### src/design/srlm_pkg.sv
// shared types and constants of the step response level meter
`default_nettype none
package srlm_pkg;

  localparam int unsigned NUM_WINDOWS_DEF = 8;
  localparam int unsigned SAMPLE_W        = 16;
  localparam int unsigned TIME_W          = 32;
  localparam int unsigned CFG_W           = 16;
  localparam int unsigned CFG_IDX_W       = 2;
  localparam int unsigned WIN_IDX_W       = 6;
  localparam int unsigned MAG_W           = 15;
  localparam int unsigned RATIO_W         = 22;
  localparam int unsigned SUM_W           = 32;
  localparam int unsigned CNT_W           = 16;

  localparam logic [MAG_W-1:0]   MAG_MAX       = 15'h7FFF;
  localparam logic [MAG_W-1:0]   TRIGGER_LEVEL = 15'd50;
  localparam logic [6:0]         PERCENT       = 7'd100;
  localparam logic [TIME_W-1:0]  FIRST_TRIM    = 32'd4;
  localparam logic [CFG_W-1:0]   FIRST_WIN_RST = 16'd100;
  localparam logic [CFG_W-1:0]   WINDOW_RST    = 16'd100;
  localparam logic [CFG_W-1:0]   RELAX_RST     = 16'd20;

  typedef enum logic [CFG_IDX_W-1:0] {
    CFG_FIRST_WINDOW = 2'd0,
    CFG_WINDOW       = 2'd1,
    CFG_RELAX        = 2'd2
  } cfg_idx_e;

  typedef enum logic {
    REQ_START  = 1'b0,
    REQ_SAMPLE = 1'b1
  } req_e;

  typedef enum logic [1:0] {
    PH_WAIT   = 2'd0,
    PH_WINDOW = 2'd1,
    PH_RELAX  = 2'd2,
    PH_DONE   = 2'd3
  } phase_e;

  typedef enum logic [2:0] {
    ST_IDLE,
    ST_ACC_WR,
    ST_RPT_RD,
    ST_RPT_AVG,
    ST_RPT_AVG_WAIT,
    ST_RPT_MUL,
    ST_RPT_RATIO,
    ST_RPT_OUT
  } state_e;

  typedef struct packed {
    logic [SUM_W-1:0] sum;
    logic [CNT_W-1:0] count;
  } entry_t;

  typedef struct packed {
    logic rd_en;
    logic wr_en;
    logic clr;
  } mem_ctl_t;

  typedef struct packed {
    logic             start;
    logic [SUM_W-1:0] dividend;
    logic [CNT_W-1:0] divisor;
  } div_req_t;

endpackage
`default_nettype wire

### src/design/srlm_if.sv
// request, result and register write channels
`default_nettype none
interface srlm_req_if;
  import srlm_pkg::*;
  logic                       valid;
  logic                       ready;
  logic                       req_type;
  logic signed [SAMPLE_W-1:0] sample;
  logic [TIME_W-1:0]          elapsed_ms;
  modport source (output valid, req_type, sample, elapsed_ms, input ready);
  modport sink   (input valid, req_type, sample, elapsed_ms, output ready);
endinterface

interface srlm_res_if;
  import srlm_pkg::*;
  logic                 valid;
  logic                 ready;
  logic [WIN_IDX_W-1:0] window_index;
  logic [MAG_W-1:0]     average;
  logic [RATIO_W-1:0]   ratio_percent;
  logic                 last_window;
  modport source (output valid, window_index, average, ratio_percent, last_window,
                  input ready);
  modport sink   (input valid, window_index, average, ratio_percent, last_window,
                  output ready);
endinterface

interface srlm_cfg_if;
  import srlm_pkg::*;
  logic                 valid;
  logic                 ready;
  logic [CFG_IDX_W-1:0] index;
  logic [CFG_W-1:0]     data;
  modport source (output valid, index, data, input ready);
  modport sink   (input valid, index, data, output ready);
endinterface
`default_nettype wire

### src/design/srlm_mem.sv
// per-window sum and count store with registered read and per-entry valid bits
`default_nettype none
module srlm_mem #(
  parameter int unsigned DEPTH = srlm_pkg::NUM_WINDOWS_DEF
) (
  input  wire logic                     clk_i,
  input  wire logic                     rst_ni,
  input  wire srlm_pkg::mem_ctl_t       ctl_i,
  input  wire logic [$clog2(DEPTH)-1:0] rd_addr_i,
  input  wire logic [$clog2(DEPTH)-1:0] wr_addr_i,
  input  wire srlm_pkg::entry_t         wr_data_i,
  output      srlm_pkg::entry_t         rd_data_o
);
  import srlm_pkg::*;

  entry_t           mem_q [DEPTH];
  logic [DEPTH-1:0] valid_q;
  entry_t           rd_data_q;

  always_ff @(posedge clk_i or negedge rst_ni) begin
    if (!rst_ni) begin
      valid_q <= '0;
    end else if (ctl_i.clr) begin
      valid_q <= '0;
    end else if (ctl_i.wr_en) begin
      valid_q[wr_addr_i] <= 1'b1;
    end
  end

  always_ff @(posedge clk_i) begin
    if (ctl_i.wr_en) begin
      mem_q[wr_addr_i] <= wr_data_i;
    end
  end

  // an entry never written since the last start reads as zero
  always_ff @(posedge clk_i) begin
    if (ctl_i.rd_en) begin
      rd_data_q <= valid_q[rd_addr_i] ? mem_q[rd_addr_i] : '0;
    end
  end

  assign rd_data_o = rd_data_q;

endmodule
`default_nettype wire

### src/design/srlm_div.sv
// restoring divider, one quotient bit per cycle
`default_nettype none
module srlm_div (
  input  wire logic                          clk_i,
  input  wire logic                          rst_ni,
  input  wire srlm_pkg::div_req_t            req_i,
  output      logic                          done_o,
  output      logic [srlm_pkg::SUM_W-1:0]    quot_o
);
  import srlm_pkg::*;

  localparam int unsigned STEP_W = $clog2(SUM_W);
  localparam logic [STEP_W-1:0] LAST_STEP = STEP_W'(SUM_W - 1);

  logic              busy_q;
  logic              done_q;
  logic [STEP_W-1:0] step_q;
  logic [SUM_W-1:0]  quot_q;
  logic [CNT_W-1:0]  rem_q;
  logic [CNT_W-1:0]  div_q;
  logic [CNT_W:0]    shifted;
  logic              fits;

  assign shifted = {rem_q, quot_q[SUM_W-1]};
  assign fits    = shifted >= {1'b0, div_q};

  always_ff @(posedge clk_i or negedge rst_ni) begin
    if (!rst_ni) begin
      busy_q <= 1'b0;
      done_q <= 1'b0;
      step_q <= '0;
    end else begin
      done_q <= 1'b0;
      if (req_i.start) begin
        busy_q <= 1'b1;
        step_q <= '0;
      end else if (busy_q) begin
        step_q <= step_q + 1'b1;
        if (step_q == LAST_STEP) begin
          busy_q <= 1'b0;
          done_q <= 1'b1;
        end
      end
    end
  end

  always_ff @(posedge clk_i) begin
    if (req_i.start) begin
      quot_q <= req_i.dividend;
      rem_q  <= '0;
      div_q  <= req_i.divisor;
    end else if (busy_q) begin
      quot_q <= {quot_q[SUM_W-2:0], fits};
      rem_q  <= fits ? CNT_W'(shifted - {1'b0, div_q}) : shifted[CNT_W-1:0];
    end
  end

  assign done_o = done_q;
  assign quot_o = quot_q;

endmodule
`default_nettype wire

### src/design/step_response_level_meter.sv
// step response level meter: windowed magnitude averages after a trigger
// a start or a non-accumulating sample is handled in the idle state, an accumulating
// sample in idle and the write state (one read-modify-write of the window memory);
// no new request is taken meanwhile; the report after the last window runs each window
// through the shared 32-step divider for the average and, where needed, for the ratio
// reset (asynchronous, active low) restores register defaults and clears all windows
`default_nettype none
module step_response_level_meter #(
  parameter int unsigned NUM_WINDOWS = srlm_pkg::NUM_WINDOWS_DEF
) (
  input wire logic clk_i,
  input wire logic rst_ni,
  srlm_req_if.sink   req_i,
  srlm_res_if.source res_o,
  srlm_cfg_if.sink   cfg_i
);
  import srlm_pkg::*;

  localparam int unsigned WIN_W = $clog2(NUM_WINDOWS);
  localparam logic [WIN_W-1:0] LAST_WIN = WIN_W'(NUM_WINDOWS - 1);

  state_e state_q, state_d;
  phase_e phase_q;

  logic [CFG_W-1:0]  first_q, window_q, relax_q;
  logic [WIN_W-1:0]  cur_win_q, rpt_w_q;
  logic [TIME_W-1:0] win_end_q, relax_end_q;
  logic [MAG_W-1:0]  mag_q, avg_q, ref_q;
  logic [RATIO_W-1:0] ratio_q;

  logic               res_valid_q;
  logic [WIN_IDX_W-1:0] res_idx_q;
  logic [MAG_W-1:0]   res_avg_q;
  logic [RATIO_W-1:0] res_ratio_q;
  logic               res_last_q;

  // request decode
  logic              req_acc, is_sample;
  logic [SAMPLE_W-1:0] neg;
  logic [SAMPLE_W-1:0] abs_val;
  logic [MAG_W-1:0]  mag;
  logic [TIME_W-1:0] tick;
  logic              win_close, relax_over, trig;

  mem_ctl_t          mem_ctl;
  logic [WIN_W-1:0]  rd_addr;
  entry_t            rd_data, wr_data;
  logic [SUM_W:0]    sum_ext;
  div_req_t          div_req;
  logic              div_done;
  logic [SUM_W-1:0]  div_quot;
  logic [MAG_W-1:0]  quot_clamp;
  logic              out_free, res_load, req_ready;

  assign req_acc   = req_i.valid && req_ready;
  assign is_sample = req_i.req_type == REQ_SAMPLE;
  assign neg       = SAMPLE_W'(~req_i.sample) + 1'b1;
  assign abs_val   = req_i.sample[SAMPLE_W-1] ? neg : req_i.sample;
  // the most negative reading saturates
  assign mag       = abs_val[SAMPLE_W-1] ? MAG_MAX : abs_val[MAG_W-1:0];
  assign tick      = req_i.elapsed_ms;
  assign win_close  = tick >= win_end_q;
  assign relax_over = tick >= relax_end_q;
  assign trig       = mag > TRIGGER_LEVEL;

  assign out_free   = !res_valid_q || res_o.ready;
  assign quot_clamp = (|div_quot[SUM_W-1:MAG_W]) ? MAG_MAX : div_quot[MAG_W-1:0];

  // saturating accumulate
  assign sum_ext       = {1'b0, rd_data.sum} + (SUM_W+1)'(mag_q);
  assign wr_data.sum   = sum_ext[SUM_W] ? '1 : sum_ext[SUM_W-1:0];
  assign wr_data.count = (&rd_data.count) ? rd_data.count : rd_data.count + 1'b1;

  // next state
  always_comb begin
    state_d = state_q;
    case (state_q)
      ST_IDLE: begin
        if (req_acc && is_sample && phase_q == PH_WINDOW) begin
          if (!win_close) begin
            state_d = ST_ACC_WR;
          end else if (cur_win_q == LAST_WIN) begin
            state_d = ST_RPT_RD;
          end
        end
      end
      ST_ACC_WR:  state_d = ST_IDLE;
      ST_RPT_RD:  state_d = ST_RPT_AVG;
      ST_RPT_AVG: state_d = (rd_data.count == '0) ? ST_RPT_OUT : ST_RPT_AVG_WAIT;
      ST_RPT_AVG_WAIT: begin
        if (div_done) begin
          state_d = (rpt_w_q == '0 || ref_q == '0) ? ST_RPT_OUT : ST_RPT_MUL;
        end
      end
      ST_RPT_MUL: state_d = ST_RPT_RATIO;
      ST_RPT_RATIO: begin
        if (div_done) begin
          state_d = ST_RPT_OUT;
        end
      end
      ST_RPT_OUT: begin
        if (out_free) begin
          state_d = (rpt_w_q == LAST_WIN) ? ST_IDLE : ST_RPT_RD;
        end
      end
      default: state_d = ST_IDLE;
    endcase
  end

  // control outputs
  always_comb begin
    req_ready        = 1'b0;
    mem_ctl          = '0;
    rd_addr          = cur_win_q;
    div_req.start    = 1'b0;
    div_req.dividend = rd_data.sum;
    div_req.divisor  = rd_data.count;
    res_load         = 1'b0;
    case (state_q)
      ST_IDLE: begin
        req_ready     = 1'b1;
        mem_ctl.rd_en = 1'b1;
        mem_ctl.clr   = req_acc && !is_sample;
      end
      ST_ACC_WR: mem_ctl.wr_en = 1'b1;
      ST_RPT_RD: begin
        mem_ctl.rd_en = 1'b1;
        rd_addr       = rpt_w_q;
      end
      ST_RPT_AVG: div_req.start = rd_data.count != '0;
      ST_RPT_MUL: begin
        div_req.start    = 1'b1;
        div_req.dividend = SUM_W'(avg_q * PERCENT);
        div_req.divisor  = CNT_W'(ref_q);
      end
      ST_RPT_OUT: res_load = out_free;
      default: ;
    endcase
  end

  always_ff @(posedge clk_i or negedge rst_ni) begin
    if (!rst_ni) begin
      state_q <= ST_IDLE;
    end else begin
      state_q <= state_d;
    end
  end

  // register file
  always_ff @(posedge clk_i or negedge rst_ni) begin
    if (!rst_ni) begin
      first_q  <= FIRST_WIN_RST;
      window_q <= WINDOW_RST;
      relax_q  <= RELAX_RST;
    end else if (cfg_i.valid) begin
      case (cfg_i.index)
        CFG_FIRST_WINDOW: first_q  <= cfg_i.data;
        CFG_WINDOW:       window_q <= cfg_i.data;
        CFG_RELAX:        relax_q  <= cfg_i.data;
        default: ;
      endcase
    end
  end

  assign cfg_i.ready = 1'b1;

  // measurement sequencing
  always_ff @(posedge clk_i or negedge rst_ni) begin
    if (!rst_ni) begin
      phase_q     <= PH_WAIT;
      cur_win_q   <= '0;
      win_end_q   <= '0;
      relax_end_q <= '0;
      rpt_w_q     <= '0;
    end else begin
      if (req_acc && !is_sample) begin
        phase_q     <= PH_WAIT;
        cur_win_q   <= '0;
        win_end_q   <= '0;
        relax_end_q <= '0;
      end else if (req_acc) begin
        case (phase_q)
          PH_WAIT: begin
            if (trig) begin
              win_end_q   <= tick + TIME_W'(first_q) - FIRST_TRIM;
              relax_end_q <= '0;
              cur_win_q   <= '0;
              phase_q     <= PH_WINDOW;
            end
          end
          PH_WINDOW: begin
            if (win_close) begin
              if (cur_win_q == LAST_WIN) begin
                phase_q <= PH_DONE;
                rpt_w_q <= '0;
              end else begin
                cur_win_q   <= cur_win_q + 1'b1;
                phase_q     <= PH_RELAX;
                relax_end_q <= tick + TIME_W'(relax_q);
              end
            end
          end
          PH_RELAX: begin
            if (relax_over) begin
              phase_q   <= PH_WINDOW;
              win_end_q <= tick + TIME_W'(window_q);
            end
          end
          default: ;
        endcase
      end
      if (res_load && rpt_w_q != LAST_WIN) begin
        rpt_w_q <= rpt_w_q + 1'b1;
      end
    end
  end

  // report datapath
  always_ff @(posedge clk_i) begin
    if (state_q == ST_IDLE) begin
      mag_q <= mag;
    end
    case (state_q)
      ST_RPT_AVG: begin
        if (rd_data.count == '0) begin
          avg_q   <= '0;
          ratio_q <= '0;
          if (rpt_w_q == '0) begin
            ref_q <= '0;
          end
        end
      end
      ST_RPT_AVG_WAIT: begin
        if (div_done) begin
          avg_q <= quot_clamp;
          if (rpt_w_q == '0) begin
            ref_q   <= quot_clamp;
            ratio_q <= RATIO_W'(PERCENT);
          end else if (ref_q == '0) begin
            ratio_q <= '0;
          end
        end
      end
      ST_RPT_RATIO: begin
        if (div_done) begin
          ratio_q <= div_quot[RATIO_W-1:0];
        end
      end
      default: ;
    endcase
  end

  // output register
  always_ff @(posedge clk_i or negedge rst_ni) begin
    if (!rst_ni) begin
      res_valid_q <= 1'b0;
    end else if (res_load) begin
      res_valid_q <= 1'b1;
    end else if (res_o.ready) begin
      res_valid_q <= 1'b0;
    end
  end

  always_ff @(posedge clk_i) begin
    if (res_load) begin
      res_idx_q   <= WIN_IDX_W'(rpt_w_q);
      res_avg_q   <= avg_q;
      res_ratio_q <= ratio_q;
      res_last_q  <= rpt_w_q == LAST_WIN;
    end
  end

  assign req_i.ready         = req_ready;
  assign res_o.valid         = res_valid_q;
  assign res_o.window_index  = res_idx_q;
  assign res_o.average       = res_avg_q;
  assign res_o.ratio_percent = res_ratio_q;
  assign res_o.last_window   = res_last_q;

  srlm_mem #(
    .DEPTH(NUM_WINDOWS)
  ) u_mem (
    .clk_i    (clk_i),
    .rst_ni   (rst_ni),
    .ctl_i    (mem_ctl),
    .rd_addr_i(rd_addr),
    .wr_addr_i(cur_win_q),
    .wr_data_i(wr_data),
    .rd_data_o(rd_data)
  );

  srlm_div u_div (
    .clk_i (clk_i),
    .rst_ni(rst_ni),
    .req_i (div_req),
    .done_o(div_done),
    .quot_o(div_quot)
  );

endmodule
`default_nettype wire

### src/flat_wrapper.sv
// flat-port wrapper written by rule: the top's interface ports become plain ports
module step_response_level_meter_flat import srlm_pkg::*;
#(
  parameter int unsigned NUM_WINDOWS = srlm_pkg::NUM_WINDOWS_DEF
)
  (clk_i, rst_ni, req_i_valid, req_i_req_type, req_i_sample, req_i_elapsed_ms, req_i_ready, res_o_valid, res_o_window_index, res_o_average, res_o_ratio_percent, res_o_last_window, res_o_ready, cfg_i_valid, cfg_i_index, cfg_i_data, cfg_i_ready);
  srlm_req_if req_i_i ();
  srlm_res_if res_o_i ();
  srlm_cfg_if cfg_i_i ();
  input wire logic clk_i;
  input wire logic rst_ni;
  input wire logic [$bits(req_i_i.valid)-1:0] req_i_valid;
  input wire logic [$bits(req_i_i.req_type)-1:0] req_i_req_type;
  input wire logic [$bits(req_i_i.sample)-1:0] req_i_sample;
  input wire logic [$bits(req_i_i.elapsed_ms)-1:0] req_i_elapsed_ms;
  output wire logic [$bits(req_i_i.ready)-1:0] req_i_ready;
  output wire logic [$bits(res_o_i.valid)-1:0] res_o_valid;
  output wire logic [$bits(res_o_i.window_index)-1:0] res_o_window_index;
  output wire logic [$bits(res_o_i.average)-1:0] res_o_average;
  output wire logic [$bits(res_o_i.ratio_percent)-1:0] res_o_ratio_percent;
  output wire logic [$bits(res_o_i.last_window)-1:0] res_o_last_window;
  input wire logic [$bits(res_o_i.ready)-1:0] res_o_ready;
  input wire logic [$bits(cfg_i_i.valid)-1:0] cfg_i_valid;
  input wire logic [$bits(cfg_i_i.index)-1:0] cfg_i_index;
  input wire logic [$bits(cfg_i_i.data)-1:0] cfg_i_data;
  output wire logic [$bits(cfg_i_i.ready)-1:0] cfg_i_ready;
  assign req_i_i.valid = req_i_valid;
  assign req_i_i.req_type = req_i_req_type;
  assign req_i_i.sample = req_i_sample;
  assign req_i_i.elapsed_ms = req_i_elapsed_ms;
  assign req_i_ready = req_i_i.ready;
  assign res_o_valid = res_o_i.valid;
  assign res_o_window_index = res_o_i.window_index;
  assign res_o_average = res_o_i.average;
  assign res_o_ratio_percent = res_o_i.ratio_percent;
  assign res_o_last_window = res_o_i.last_window;
  assign res_o_i.ready = res_o_ready;
  assign cfg_i_i.valid = cfg_i_valid;
  assign cfg_i_i.index = cfg_i_index;
  assign cfg_i_i.data = cfg_i_data;
  assign cfg_i_ready = cfg_i_i.ready;
  step_response_level_meter #(.NUM_WINDOWS(NUM_WINDOWS)) u_core (.clk_i(clk_i), .rst_ni(rst_ni), .req_i(req_i_i), .res_o(res_o_i), .cfg_i(cfg_i_i));
endmodule
### config.mk
export PLATFORM = sky130hd
export DESIGN_NAME = step_response_level_meter_flat
export DESIGN_NICKNAME = d
export VERILOG_FILES = /design/src/design/srlm_pkg.sv /design/src/design/srlm_if.sv /design/src/design/srlm_mem.sv /design/src/design/srlm_div.sv /design/src/design/step_response_level_meter.sv /design/src/flat_wrapper.sv
export SDC_FILE = /design/constraint.sdc
export NUM_CORES = 2
export LEC_CHECK = 0
export BUFFER_PORTS_ARGS = -buffer_cell sky130_fd_sc_hd__buf_4
export CAP_MARGIN = 20
export CORE_MARGIN = 5
export CORE_UTILIZATION = 45
export DETAILED_ROUTE_END_ITERATION = 10
export REMOVE_ABC_BUFFERS = 1
export SETUP_SLACK_MARGIN = 0.5
export SYNTH_ARGS = -nofsm -noshare
export SYNTH_HDL_FRONTEND = slang
export SYNTH_SLANG_ARGS = --single-unit
### constraint.sdc
create_clock -name clk_i -period 8.8 [get_ports clk_i]
set_input_delay 1.32 -clock clk_i [delete_from_list [all_inputs] [get_ports clk_i]]
set_output_delay 1.32 -clock clk_i [all_outputs]
set_load 0.02 [all_outputs]
==> results.tsv <==
stage	metric	value	unit
layout	FILL cells	7243	
global_routing	vias in the first global route	25327	
place	DP Wirelength	65.0	mm
critical_path	CP endpoint kind	flip-flop	
yosys	Mapped Area	38100	um^2
detailed_routing	drt pass-1 iters	6	
cts	CTS sink cnt	743	
sta	setup ws final	4.23	ns
cts	maximum clock path buffer count	3	
layout	Final Core Density	51.4	%
place	RePlAce Congestion	0.866	
global_routing	pin count of the biggest net entering global routing	76	
detailed_routing	First DRT Iteration DRCs	1996	
global_routing	gr usage total	21.2	%
cts	TritonCTS clock tree	done	
yosys	Mapped Cells	3116	
layout	area delta synth->final	12.9	%
yosys	cell taking the most area after synthesis	edfxtp_1	
yosys	Synth top cells by count	588 x edfxtp_1, 405 x nand2_1, 247 x ha_1	
sta	Clock Skews	0.0653	ns
layout	Ant. Diodes	0	
global_routing	first-pass GRT wire length	150	mm
detailed_routing	wire per inst	21.9	um
critical_path	CP max stage delay	0.78	ns
layout	Final Instance Area	43000	um^2
detailed_routing	vias per cell	5.70	
critical_path	slowest cell on the critical path	a311oi_1	
yosys	sequential area share after synthesis	56.3	%
global_routing	gr ovfl total	0	
run	number of max-cap violations	0	
sta	Slew Viols, Final	0	
layout	fraction of layout cells with a size suffix above 1	13.6	%
sta	Slew headroom	24.5	%
critical_path	Critical Path Start Type	flip-flop	
sta	worst slew pin tran	1.13	ns
critical_path	critical path, cell by cell	ha_1, inv_1, fa_1, nor2b_1, o21a_1, o21ai_0, a21oi_1, o211ai_1, a311oi_1, nand4_1, buf_4, and3_1, a21oi_1	
worst_hold_path	Hold Path Class	reg -> reg	
yosys	top cell type's share of synthesized area	46.3	%
sta	RSZ-0062 raised after global routing	no	
yosys	top-count cell post-synth	edfxtp_1	
sta	Max Freq	219	MHz
cts	CTS Root Cell	clkbuf_16	
global_routing	initial antenna violation count	3	
floorplanning	Initial Util	45.5	%
cts	Post-CTS Hold Buffers	0	
pwr	Pleak	16.3	nW
floorplanning	DIE AREA	90600	um^2
yosys	Post-synth EDFFs	588	
cts	cts repair resizes	0	
detailed_routing	DRC	0	
critical_path	Worst EP arrival	4.98	ns
yosys	#FFs+latches synth	743	
place	port bufs	114	
layout	nets@finish	3574	
critical_path	CP max FO	21	
place	Placement Setup Slack	3.77	ns
yosys	post-synthesis average cell area	12.2	um^2
detailed_routing	post-route ant nets	0	
pwr	maximum vdd drop	161	uV
sta	final period utilization	52.0	%
status	outcome	complete, no violations	
detailed_routing	final wirelength	97.0	mm
floorplanning	IO Count	119	
layout	Non-Filler Instances	4433	
sta	clock period minus worst slack	4.57	ns
yosys	Synth Flop Type	edfxtp_1	
yosys	asr flop ratio synth	18.7	%
yosys	Synth cell types	83	
critical_path	crit path kind	reg -> reg	
critical_path	CP most frequent cell	a21oi_1	
floorplanning	Die X	301	um
cts	Post-CTS Setup Inserts	0	
place	DP Area	40300	um^2
floorplanning	Die Y	301	um
sta	final hold viol count	0	
floorplanning	Rows	106	
detailed_routing	Vias	25272	
pwr	pwr/cell area	186	nW/um^2
cts	TritonCTS buffer count	82	
yosys	synth warn	0	
cts	clock-pin slew on the worst setup and hold paths	0.06	ns
floorplanning	area of the core	83800	um^2
cts	Skew-Pair Late Insertion Delay	0.67	ns
critical_path	Critical Path RT	9.21	ns
cts	H-tree level count	3	
yosys	top post-synthesis cells by area	edfxtp_1 46%, dfrtp_1 8.6%, ha_1 8.1%, mux4_2 5.8%, nand2_1 4.0%	
place	post-placement cell count	4289	
sta	final setup vio count	0	
pwr	Power Total	8.01	mW
[worst paths after layout]
path	depth (start not counted)	startpoint	slack [ns]	end
min	0	u_core.ratio_q[20]$_DFFE_PP_	0.40	u_core.res_o.ratio_percent[20]$_DFFE_PP_
max reg2reg	13	u_core.u_mem.rd_data_o[16]$_SDFFCE_PN0P_	4.23	u_core.u_mem.mem_q[6][45]$_DFFE_PP_
max	13	u_core.u_mem.rd_data_o[16]$_SDFFCE_PN0P_	4.23	u_core.u_mem.mem_q[6][45]$_DFFE_PP_
min reg2reg	0	u_core.ratio_q[20]$_DFFE_PP_	0.40	u_core.res_o.ratio_percent[20]$_DFFE_PP_
min in group asynchronous	1	rst_ni	0.72	u_core.first_q[9]$_DFFE_PN0P_
max in group asynchronous	2	rst_ni	6.68	u_core.phase_q[0]$_DFFE_PN0P_
[state kept, by name (all words and copies together), names as in the netlist, 2 cells and up]
signal / count
u_core.relax_q: 16
u_core.window_q: 16
u_core.u_mem.valid_q: 8
u_core.cur_win_q: 3
u_core.res_o.ratio_percent: 22
u_core.u_mem.rd_data_o: 48
u_core.state_q: 3
u_core.u_mem.mem_q: 384
u_core.res_o.average: 15
u_core.first_q: 16
u_core.phase_q: 2
u_core.u_div.rem_q: 16
u_core.ref_q: 15
u_core.res_o.window_index: 3
u_core.ratio_q: 22
u_core.mag_q: 15
u_core.u_div.step_q: 5
u_core.u_div.quot_o: 32
u_core.rpt_w_q: 3
u_core.relax_end_q: 32
u_core.win_end_q: 32
u_core.avg_q: 15
u_core.u_div.div_q: 16
[kinds of logic after synthesis]
| logic type | after synthesis | share of synthesized area, % |
|---|---|---|
| adders and majority gates | 262 | 8.89 |
| DFF | 743 | 56.3 |
| xor gates and xnor gates | 138 | 3.17 |
| muxes | 154 | 7.38 |
| AOI/OAI and AO/OA | 605 | 10.1 |
| buffers and inverters | 344 | 3.54 |
| other | 2 | 0.0197 |
| and+or+nand+nor | 868 | 10.6 |
[placed cells by master (no fill, tap or decap), types with 15 or more instances in the layout]
cell	instances
inv_1	231
o21a_1	34
nor3_1	37
and3_1	26
ha_1	247
nor2_1	139
o21ai_0	133
nand2b_1	34
a211oi_1	18
clkbuf_1	23
edfxtp_1	588
nand3_1	63
a21o_1	64
xnor2_1	90
a21oi_1	165
clkbuf_16	82
fa_1	15
or3_1	19
dfrtp_1	131
xor2_1	48
nand4_1	35
mux2i_1	15
buf_4	147
and2_1	30
nor2b_1	18
nand2_1	405
o31ai_1	26
mux4_2	98
mux2_2	36
a31oi_1	29
dfxtp_1	16
[metal layers]
metal | part of all wire, % | vias to the layer above | track usage, %
met4 | 1.7 | 0 | 4.52
met2 | 46 | 800 | 33.7
met1 | 46 | 12657 | 31.0
met5 | 0 | - | 0
met3 | 6.8 | 122 | 3.41
li1 | - | 11693 | -
[power by group]
part | internal [mW] | switching [mW]
Combinational | 0.329 | 0.476
Clock | 1.93 | 1.45
Sequential | 3.80 | 0.0272
[critical path: cells and delay by family, from the launching register on]
kind	cells	cell delay (ns)
simple gates	3	0.93
buf+inv	2	0.46
compound gates	6	2.03
flops	1	0.37
fa+ha+maj	2	0.55
[final cells by class]
type | instances | area (um^2) | share of cell area (%)
clock buffer | 106 | 2150 | 5.00
multi-input combinational | 2031 | 15500 | 35.9
tap | 1134 | 1420 | 3.30
inverter | 232 | 871 | 2.02
timing repair buffer | 150 | 1160 | 2.69
sequential | 743 | 21500 | 49.9
clock inverter | 37 | 515 | 1.20
[stage by stage]
step / hold slack, ns / setup TNS [ns]
CTS: 0.406 / 0
detailed placement: 0.405 / 0
finish: 0.401 / 0
global placement: 0.407 / 0
floorplan: 0.400 / -201.37
global route: 0.417 / 0
Note: power is estimated with default switching activity, not from simulation.
